`config.mk`:
```
export PLATFORM = sky130hd
export DESIGN_NAME = record_sort_by_key_unit
export DESIGN_NICKNAME = d
export VERILOG_FILES = /design/src/rtl/rsbk_pkg.sv /design/src/rtl/rsbk_ram.sv /design/src/rtl/rsbk_seq.sv /design/src/rtl/record_sort_by_key_unit.sv
export SDC_FILE = /design/constraint.sdc
export NUM_CORES = 2
export LEC_CHECK = 0
export BUFFER_PORTS_ARGS = -buffer_cell sky130_fd_sc_hd__buf_4
export CAP_MARGIN = 0
export CORE_ASPECT_RATIO = 0.75
export CORE_MARGIN = 10
export CORE_UTILIZATION = 42
export CTS_CLUSTER_SIZE = 20
export DETAILED_ROUTE_END_ITERATION = 12
export PLACE_DENSITY = 0.58
export SETUP_SLACK_MARGIN = 0.05
export SKIP_LAST_GASP = 1
export SYNTH_ARGS = -nofsm -noshare
export SYNTH_HDL_FRONTEND = slang
export SYNTH_SLANG_ARGS = --single-unit
export TNS_END_PERCENT = 1
```
`constraint.sdc`:
```
create_clock -name clk_i -period 9 [get_ports clk_i]
set_input_delay 0.45 -clock clk_i [delete_from_list [all_inputs] [get_ports clk_i]]
set_output_delay 0.45 -clock clk_i [all_outputs]
set_load 0.02 [all_outputs]
```
`src/rtl/rsbk_pkg.sv`:
```
// Shared constants, record and request types and sequencer state codes for the record sort unit.
package rsbk_pkg;

  localparam int unsigned DEPTH = 64;
  localparam int unsigned IDX_W = (DEPTH > 1) ? $clog2(DEPTH) : 1;
  localparam int unsigned CNT_W = $clog2(DEPTH + 1);
  localparam int unsigned KEY_W = 32;
  localparam int unsigned TAG_W = 16;
  localparam int unsigned REC_W = KEY_W + TAG_W;

  typedef struct packed {
    logic signed [KEY_W-1:0] key;
    logic        [TAG_W-1:0] tag;
  } rec_t;

  // Request to the record RAM: one write port, one read port.
  typedef struct packed {
    logic             we;
    logic [IDX_W-1:0] waddr;
    rec_t             wdata;
    logic             re;
    logic [IDX_W-1:0] raddr;
  } mem_req_t;

  // Load request for the output register.
  typedef struct packed {
    logic load;
    rec_t rec;
    logic fin;
    logic ovf;
  } emit_t;

  typedef enum logic [2:0] {
    S_LOAD,
    S_RD_I,
    S_GET_I,
    S_CMP,
    S_WB,
    S_EMIT_RD,
    S_EMIT
  } seq_state_e;

endpackage

```
`src/rtl/rsbk_ram.sv`:
```
// Simple dual-port RAM, one write and one registered read per cycle.
module rsbk_ram #(
  parameter int unsigned DW = 8,
  parameter int unsigned AW = 4
) (
  input  logic          clk_i,
  input  logic          we_i,
  input  logic [AW-1:0] waddr_i,
  input  logic [DW-1:0] wdata_i,
  input  logic          re_i,
  input  logic [AW-1:0] raddr_i,
  output logic [DW-1:0] rdata_o
);

  logic [DW-1:0] mem_q [2**AW];
  logic [DW-1:0] rdata_q;

  always_ff @(posedge clk_i) begin
    if (we_i) begin
      mem_q[waddr_i] <= wdata_i;
    end
  end

  // read data holds while no read is issued
  always_ff @(posedge clk_i) begin
    if (re_i) begin
      rdata_q <= mem_q[raddr_i];
    end
  end

  assign rdata_o = rdata_q;

endmodule

```
`src/rtl/rsbk_seq.sv`:
```
// Load, exchange-sort and emit sequencer working on the record RAM.
module rsbk_seq
  import rsbk_pkg::*;
(
  input  logic             clk_i,
  input  logic             rst_ni,
  input  logic             in_valid_i,
  output logic             in_stall_o,
  input  logic [KEY_W-1:0] record_key_i,
  input  logic [TAG_W-1:0] record_tag_i,
  input  logic             last_record_i,
  input  logic             descending_i,
  input  logic             out_ready_i,
  input  rec_t             rdata_i,
  output mem_req_t         mem_o,
  output emit_t            emit_o
);

  seq_state_e       state_q, state_d;
  logic [CNT_W-1:0] cnt_q, cnt_d;
  logic             ovf_q, ovf_d;
  logic             desc_q, desc_d;
  logic [IDX_W-1:0] i_q, i_d;
  logic [IDX_W-1:0] j_q, j_d;
  logic [IDX_W-1:0] k_q, k_d;
  rec_t             cur_q, cur_d;
  logic             swap;
  logic             in_acc;
  logic [CNT_W-1:0] i_ext, j_ext, k_ext;

  assign i_ext  = CNT_W'(i_q);
  assign j_ext  = CNT_W'(j_q);
  assign k_ext  = CNT_W'(k_q);
  assign in_acc = in_valid_i && (state_q == S_LOAD);
  assign in_stall_o = (state_q != S_LOAD);

  // strict compare keeps equal keys where the exchange sort leaves them
  assign swap = desc_q ? (cur_q.key < rdata_i.key) : (cur_q.key > rdata_i.key);

  always_comb begin
    state_d = state_q;
    cnt_d   = cnt_q;
    ovf_d   = ovf_q;
    desc_d  = desc_q;
    i_d     = i_q;
    j_d     = j_q;
    k_d     = k_q;
    cur_d   = cur_q;
    mem_o   = '0;
    emit_o  = '0;

    case (state_q)
      S_LOAD: begin
        if (in_acc) begin
          if (cnt_q < CNT_W'(DEPTH)) begin
            mem_o.we        = 1'b1;
            mem_o.waddr     = cnt_q[IDX_W-1:0];
            mem_o.wdata.key = record_key_i;
            mem_o.wdata.tag = record_tag_i;
            cnt_d           = cnt_q + CNT_W'(1);
          end else begin
            ovf_d = 1'b1;
          end
          if (last_record_i) begin
            desc_d = descending_i;
            i_d    = '0;
            k_d    = '0;
            if (cnt_d >= CNT_W'(2)) begin
              state_d = S_RD_I;
            end else begin
              state_d = S_EMIT_RD;
            end
          end
        end
      end
      S_RD_I: begin
        mem_o.re    = 1'b1;
        mem_o.raddr = i_q;
        state_d     = S_GET_I;
      end
      S_GET_I: begin
        cur_d       = rdata_i;
        mem_o.re    = 1'b1;
        mem_o.raddr = i_q + IDX_W'(1);
        j_d         = i_q + IDX_W'(1);
        state_d     = S_CMP;
      end
      S_CMP: begin
        if (swap) begin
          mem_o.we    = 1'b1;
          mem_o.waddr = j_q;
          mem_o.wdata = cur_q;
          cur_d       = rdata_i;
        end
        if (j_ext + CNT_W'(1) == cnt_q) begin
          state_d = S_WB;
        end else begin
          mem_o.re    = 1'b1;
          mem_o.raddr = j_q + IDX_W'(1);
          j_d         = j_q + IDX_W'(1);
        end
      end
      S_WB: begin
        mem_o.we    = 1'b1;
        mem_o.waddr = i_q;
        mem_o.wdata = cur_q;
        if (i_ext + CNT_W'(2) == cnt_q) begin
          k_d     = '0;
          state_d = S_EMIT_RD;
        end else begin
          i_d     = i_q + IDX_W'(1);
          state_d = S_RD_I;
        end
      end
      S_EMIT_RD: begin
        mem_o.re    = 1'b1;
        mem_o.raddr = k_q;
        state_d     = S_EMIT;
      end
      S_EMIT: begin
        if (out_ready_i) begin
          emit_o.load = 1'b1;
          emit_o.rec  = rdata_i;
          emit_o.fin  = (k_ext + CNT_W'(1) == cnt_q);
          emit_o.ovf  = emit_o.fin && ovf_q;
          if (emit_o.fin) begin
            cnt_d   = '0;
            ovf_d   = 1'b0;
            state_d = S_LOAD;
          end else begin
            mem_o.re    = 1'b1;
            mem_o.raddr = k_q + IDX_W'(1);
            k_d         = k_q + IDX_W'(1);
          end
        end
      end
      default: begin
        state_d = S_LOAD;
      end
    endcase
  end

  always_ff @(posedge clk_i or negedge rst_ni) begin
    if (!rst_ni) begin
      state_q <= S_LOAD;
      cnt_q   <= '0;
      ovf_q   <= 1'b0;
      desc_q  <= 1'b0;
      i_q     <= '0;
      j_q     <= '0;
      k_q     <= '0;
    end else begin
      state_q <= state_d;
      cnt_q   <= cnt_d;
      ovf_q   <= ovf_d;
      desc_q  <= desc_d;
      i_q     <= i_d;
      j_q     <= j_d;
      k_q     <= k_d;
    end
  end

  always_ff @(posedge clk_i) begin
    cur_q <= cur_d;
  end

endmodule

```
`src/rtl/record_sort_by_key_unit.sv`:
```
// Record sort unit top level: order register, record RAM, sequencer and output register.
//
// Records (signed 32-bit key plus 16-bit tag) are loaded one item per cycle into a
// 64-entry record RAM. The item flagged last_record_i starts an in-place exchange sort
// (outer i, inner j > i, swap only on a strict compare), ascending or descending as
// sort_descending held when that last item was taken. While sorting and emitting, the
// input is stalled. The pace of the sort is set by the single read port of the record
// RAM: record i sits in a register while record j streams past, one compare a cycle.
// Emission then delivers one result per cycle while out_stall_i is low, each read from
// the RAM through an output register so the next result is fetched while the current
// one waits. The final result carries final_result_o, and overflow_seen_o if any item
// found the store full and was dropped; the unit then returns to loading. Write
// sort_descending only while idle.
module record_sort_by_key_unit
  import rsbk_pkg::*;
(
  input  logic             clk_i,
  input  logic             rst_ni,
  // configuration
  input  logic             cfg_valid_i,
  output logic             cfg_ready_o,
  input  logic             cfg_data_i,
  // input items
  input  logic             in_valid_i,
  output logic             in_stall_o,
  input  logic [KEY_W-1:0] record_key_i,
  input  logic [TAG_W-1:0] record_tag_i,
  input  logic             last_record_i,
  // result items
  output logic             out_valid_o,
  input  logic             out_stall_i,
  output logic [KEY_W-1:0] sorted_key_o,
  output logic [TAG_W-1:0] sorted_tag_o,
  output logic             final_result_o,
  output logic             overflow_seen_o
);

  logic     sort_descending_q;
  logic     out_valid_q, out_valid_d;
  rec_t     out_rec_q;
  logic     out_fin_q, out_ovf_q;
  logic     out_ready;
  mem_req_t mem_req;
  emit_t    emit;
  logic [REC_W-1:0] rdata_raw;
  rec_t     rdata;

  // order register, always writable
  assign cfg_ready_o = 1'b1;

  always_ff @(posedge clk_i or negedge rst_ni) begin
    if (!rst_ni) begin
      sort_descending_q <= 1'b0;
    end else if (cfg_valid_i && cfg_ready_o) begin
      sort_descending_q <= cfg_data_i;
    end
  end

  rsbk_ram #(
    .DW (REC_W),
    .AW (IDX_W)
  ) u_ram (
    .clk_i   (clk_i),
    .we_i    (mem_req.we),
    .waddr_i (mem_req.waddr),
    .wdata_i (mem_req.wdata),
    .re_i    (mem_req.re),
    .raddr_i (mem_req.raddr),
    .rdata_o (rdata_raw)
  );

  assign rdata = rec_t'(rdata_raw);

  rsbk_seq u_seq (
    .clk_i         (clk_i),
    .rst_ni        (rst_ni),
    .in_valid_i    (in_valid_i),
    .in_stall_o    (in_stall_o),
    .record_key_i  (record_key_i),
    .record_tag_i  (record_tag_i),
    .last_record_i (last_record_i),
    .descending_i  (sort_descending_q),
    .out_ready_i   (out_ready),
    .rdata_i       (rdata),
    .mem_o         (mem_req),
    .emit_o        (emit)
  );

  // output register: refilled when empty or when its item is taken
  assign out_ready = !out_valid_q || !out_stall_i;

  always_comb begin
    out_valid_d = out_valid_q;
    if (out_ready) begin
      out_valid_d = emit.load;
    end
  end

  always_ff @(posedge clk_i or negedge rst_ni) begin
    if (!rst_ni) begin
      out_valid_q <= 1'b0;
    end else begin
      out_valid_q <= out_valid_d;
    end
  end

  always_ff @(posedge clk_i) begin
    if (emit.load) begin
      out_rec_q <= emit.rec;
      out_fin_q <= emit.fin;
      out_ovf_q <= emit.ovf;
    end
  end

  assign out_valid_o     = out_valid_q;
  assign sorted_key_o    = out_rec_q.key;
  assign sorted_tag_o    = out_rec_q.tag;
  assign final_result_o  = out_fin_q;
  assign overflow_seen_o = out_ovf_q;

endmodule
```
==> results.py <==
metrics = {
    "clocking": {
        "numCtsBuffers": 315,
        "cts.sinks": 3250,
        "clock_latency_ns": 0.90,
        "cts_tree": "done",
        "clk_path_buf_depth": 4,
        "cts.repair.resized": 0,
        "htree_num_levels": 5,
        "clkTransAtPathRegs_ns": 0.06,
        "cts-root-buf": "clkbuf_16",
        "ctsHoldBuffers": 5,
        "post_cts_buffers": 0,
    },
    "worst_setup_path": {
        "cp_max_fo": 32,
        "endpoint_kind": "register",
        "worst-path-buf-inv": 1,
        "arrival_ns": 8.32,
        "path_delay_family": "compound AO/OA/AOI/OAI gates",
        "critPathLaunchType": "register",
        "cp_slowest_stage_delay_ns": 1.22,
        "crit_slowest_cell": "nor2_4",
        "crit_type": "reg -> reg",
        "cp.required_ns": 9.52,
        "crit_chain": "ha_1 -> a21o_1 -> a211oi_1 -> o21ai_0 -> o22ai_2 -> o2111a_1 -> nor3_2 -> a222oi_1 -> nand3b_1 -> nor2_4 -> buf_4",
    },
    "drt": {
        "dr_total_vias": 68800,
        "dr.pass1.iters": 6,
        "detail_route.wl_per_cell_um": 33.7,
        "drt-initial-drc-count": 9157,
        "wirelength_mm": 381,
        "drtAntennaViolNets": 0,
        "vias_per_cell": 6.09,
        "drc_errors": 0,
    },
    "timing": {
        "holdWs_ns": 0.112,
        "worstMarginPinSlew_ns": 1.49,
        "slew_headroom_pct": -0.175,
        "maxSlewViolCount": 1,
        "final.setup.worst_slack_ns": 1.20,
        "hold_violations": 0,
        "fin_crit_sh_pct": 86.7,
        "rsz0062_at_grt": "no",
        "tns_ns": 0,
        "min_period_ns": 7.80,
        "max_freq_mhz": 128,
        "setup_viol": 0,
        "finalClockSkew_ns": 0.0525,
    },
    "final_layout": {
        "finalInstanceArea_mm2": 0.142,
        "drive_gt1_share_pct": 12.8,
        "fin_nets": 7239,
        "fin_util_pct": 47.9,
        "area_growth_syn_to_layout_pct": 13.3,
        "stdcell_count": 11300,
    },
    "logic_synthesis": {
        "syn_area_per_cell_um2": 18.3,
        "synthCells": 6856,
        "ys.flop_type": "edfxtp_1",
        "syn_area_mm2": 0.126,
        "seq_area_frac_synth_pct": 77.6,
        "yosysWarnings": 0,
        "yosysUniqueCellTypes": 66,
        "synth_edf_count": 3218,
        "synthArstFlopShare_pct": 0.985,
        "synth_seq_cells": 3250,
        "syn-num-nets": 6949,
    },
    "placed_design": {
        "preCtsSetupSlack_ns": 0.992,
        "dp_hpwl_mm": 223,
        "place_inst": 10800,
        "portBuffers": 106,
        "gp_congestion": 0.835,
        "dpl_cell_area_mm2": 0.133,
    },
    "power": {
        "power.density_mw_per_mm2": 204,
        "ir_drop_uv": 158,
        "p_leak_nw": 49.4,
        "total_power_mw": 28.9,
    },
    "grt": {
        "first_global_vias": 65300,
        "grt_pass1_wl_mm": 526,
        "grt_overflow": 0,
        "grt_usage_pct": 22.8,
        "antenna_found_initial": 17,
        "grt_max_degree": 116,
    },
    "floorplan": {
        "die-area_mm2": 0.321,
        "core_region_area_mm2": 0.297,
        "dieWidth_um": 651,
        "io_pins": 108,
        "rows": 173,
        "initial_core_util_pct": 42.3,
        "die_y_um": 494,
    },
    "outcome": {
        "violations": "capacitance limit, slew limit",
        "status": "finished with violations",
    },
    "min_path": {
        "min_path_type": "in -> async",
    },
    "job": {
        "max-cap-violations": 1,
    },
}
==> area by class of cell <==
cell class	instances	area [um^2]
fill	24500	155000
sequential	3250	97400
multi-input combinational	3151	26900
clock buffer	388	8370
tap	3937	4930
timing repair buffer	386	3370
clock inverter	148	1080
inverter	42	160
antenna	6	15.0
==> cell usage in the layout (no fill, tap or decap), types with 32 or more instances in the layout <==
cell       synthesis  routed
edfxtp_1        3218    3218
mux2i_1         1536    1536
o22ai_1          774     773
buf_4             39     344
clkbuf_16          0     325
nor4_1           147     124
clkbuf_1         197      63
clkinv_1           0      62
nor2_1           118      61
nor2_4             0      57
clkinv_2           0      50
o22a_1            45      45
o211ai_1          44      44
a22o_1            53      42
o41ai_1           45      42
inv_1             42      41
nand2_1           50      39
ha_1              38      38
o21ai_0           37      37
buf_12             0      35
dfrtp_1           32      32
==> path summary, 6_finish.rpt <==
kind	start	end	slack, ns	depth (start not counted)
min in group clk_i	in_valid_i	u_seq.state_q[0]	0.11	5
max in group asynchronous	rst_ni	u_seq.j_q[4]	8.52	2
min reg2reg	u_ram.rdata_o[19]	u_seq.cur_q[19]	0.45	0
max	u_seq.cur_q[47]	u_ram.mem_q[34][11]	1.20	11
max reg2reg	u_seq.cur_q[47]	u_ram.mem_q[34][11]	1.20	11
min	rst_ni	sort_descending_q	0.11	2
==> kinds of logic (layout without fill, tap and decap cells) <==
kind of cell	after synthesis	in the layout	synth area share, %
flops	3250	3250	77.6
mux	1539	1539	12.3
compound gates	1094	1094	5.84
buf+inv	455	964	1.75
simple gates	445	445	1.91
fa+ha+maj	38	38	0.379
xor+xnor	34	34	0.259
other cells	1	7	0.00299
==> report_power, final <==
part           switching [mW]  internal [mW]
combinational          0.0211         0.0179
clock                    5.59           6.94
sequential           0.000371           16.4
==> layer usage <==
metal / vias to the layer above / track usage (%) / share of wire (%)
met5: - / 0 / 0.014
met4: 8 / 6.41 / 3.1
met3: 539 / 4.58 / 9.6
met2: 3630 / 33.5 / 43
met1: 36000 / 34.5 / 44
li1: 28600 / - / -
==> synth_stat cells (all sizes together) (17+ instances only) <==
master	count	area [um^2]
ha	38	475
clkbuf	197	739
nand3	26	140
nor2	118	443
mux2i	1536	15400
a21o	19	143
o211ai	44	330
o21ai	37	185
o22a	45	394
a22o	53	464
edfxtp	3218	96600
nand2	54	213
dfrtp	32	801
and3	29	183
inv	42	158
o41ai	45	394
xnor2	17	149
nor4	147	920
buf	216	1300
o22ai	774	4840
a21oi	23	115
==> worst reg2reg max path, delay by kind of cell (launching register included) <==
| family | cells | cell delay [ns] |
|---|---|---|
| AO/OA/AOI/OAI | 6 | 3.51 |
| adder cells (fa/ha/maj) | 1 | 0.70 |
| buffers and inverters | 1 | 0.47 |
| AND/OR/NAND/NOR | 3 | 2.30 |
| flip-flops | 1 | 0.42 |
==> flip-flops by register name, indices dropped and copies added (netlist names) <==
name	cells
u_ram.mem_q	3072
u_ram.rdata_o	48
u_seq.cur_q	48
sorted_key_o	32
sorted_tag_o	16
u_seq.cnt_q	7
u_seq.i_q	6
u_seq.j_q	6
u_seq.k_q	6
u_seq.state_q	3
final_result_o	1
out_valid_o	1
overflow_seen_o	1
sort_descending_q	1
u_seq.desc_q	1
u_seq.ovf_q	1
Note: power is estimated with default switching activity, not from simulation.
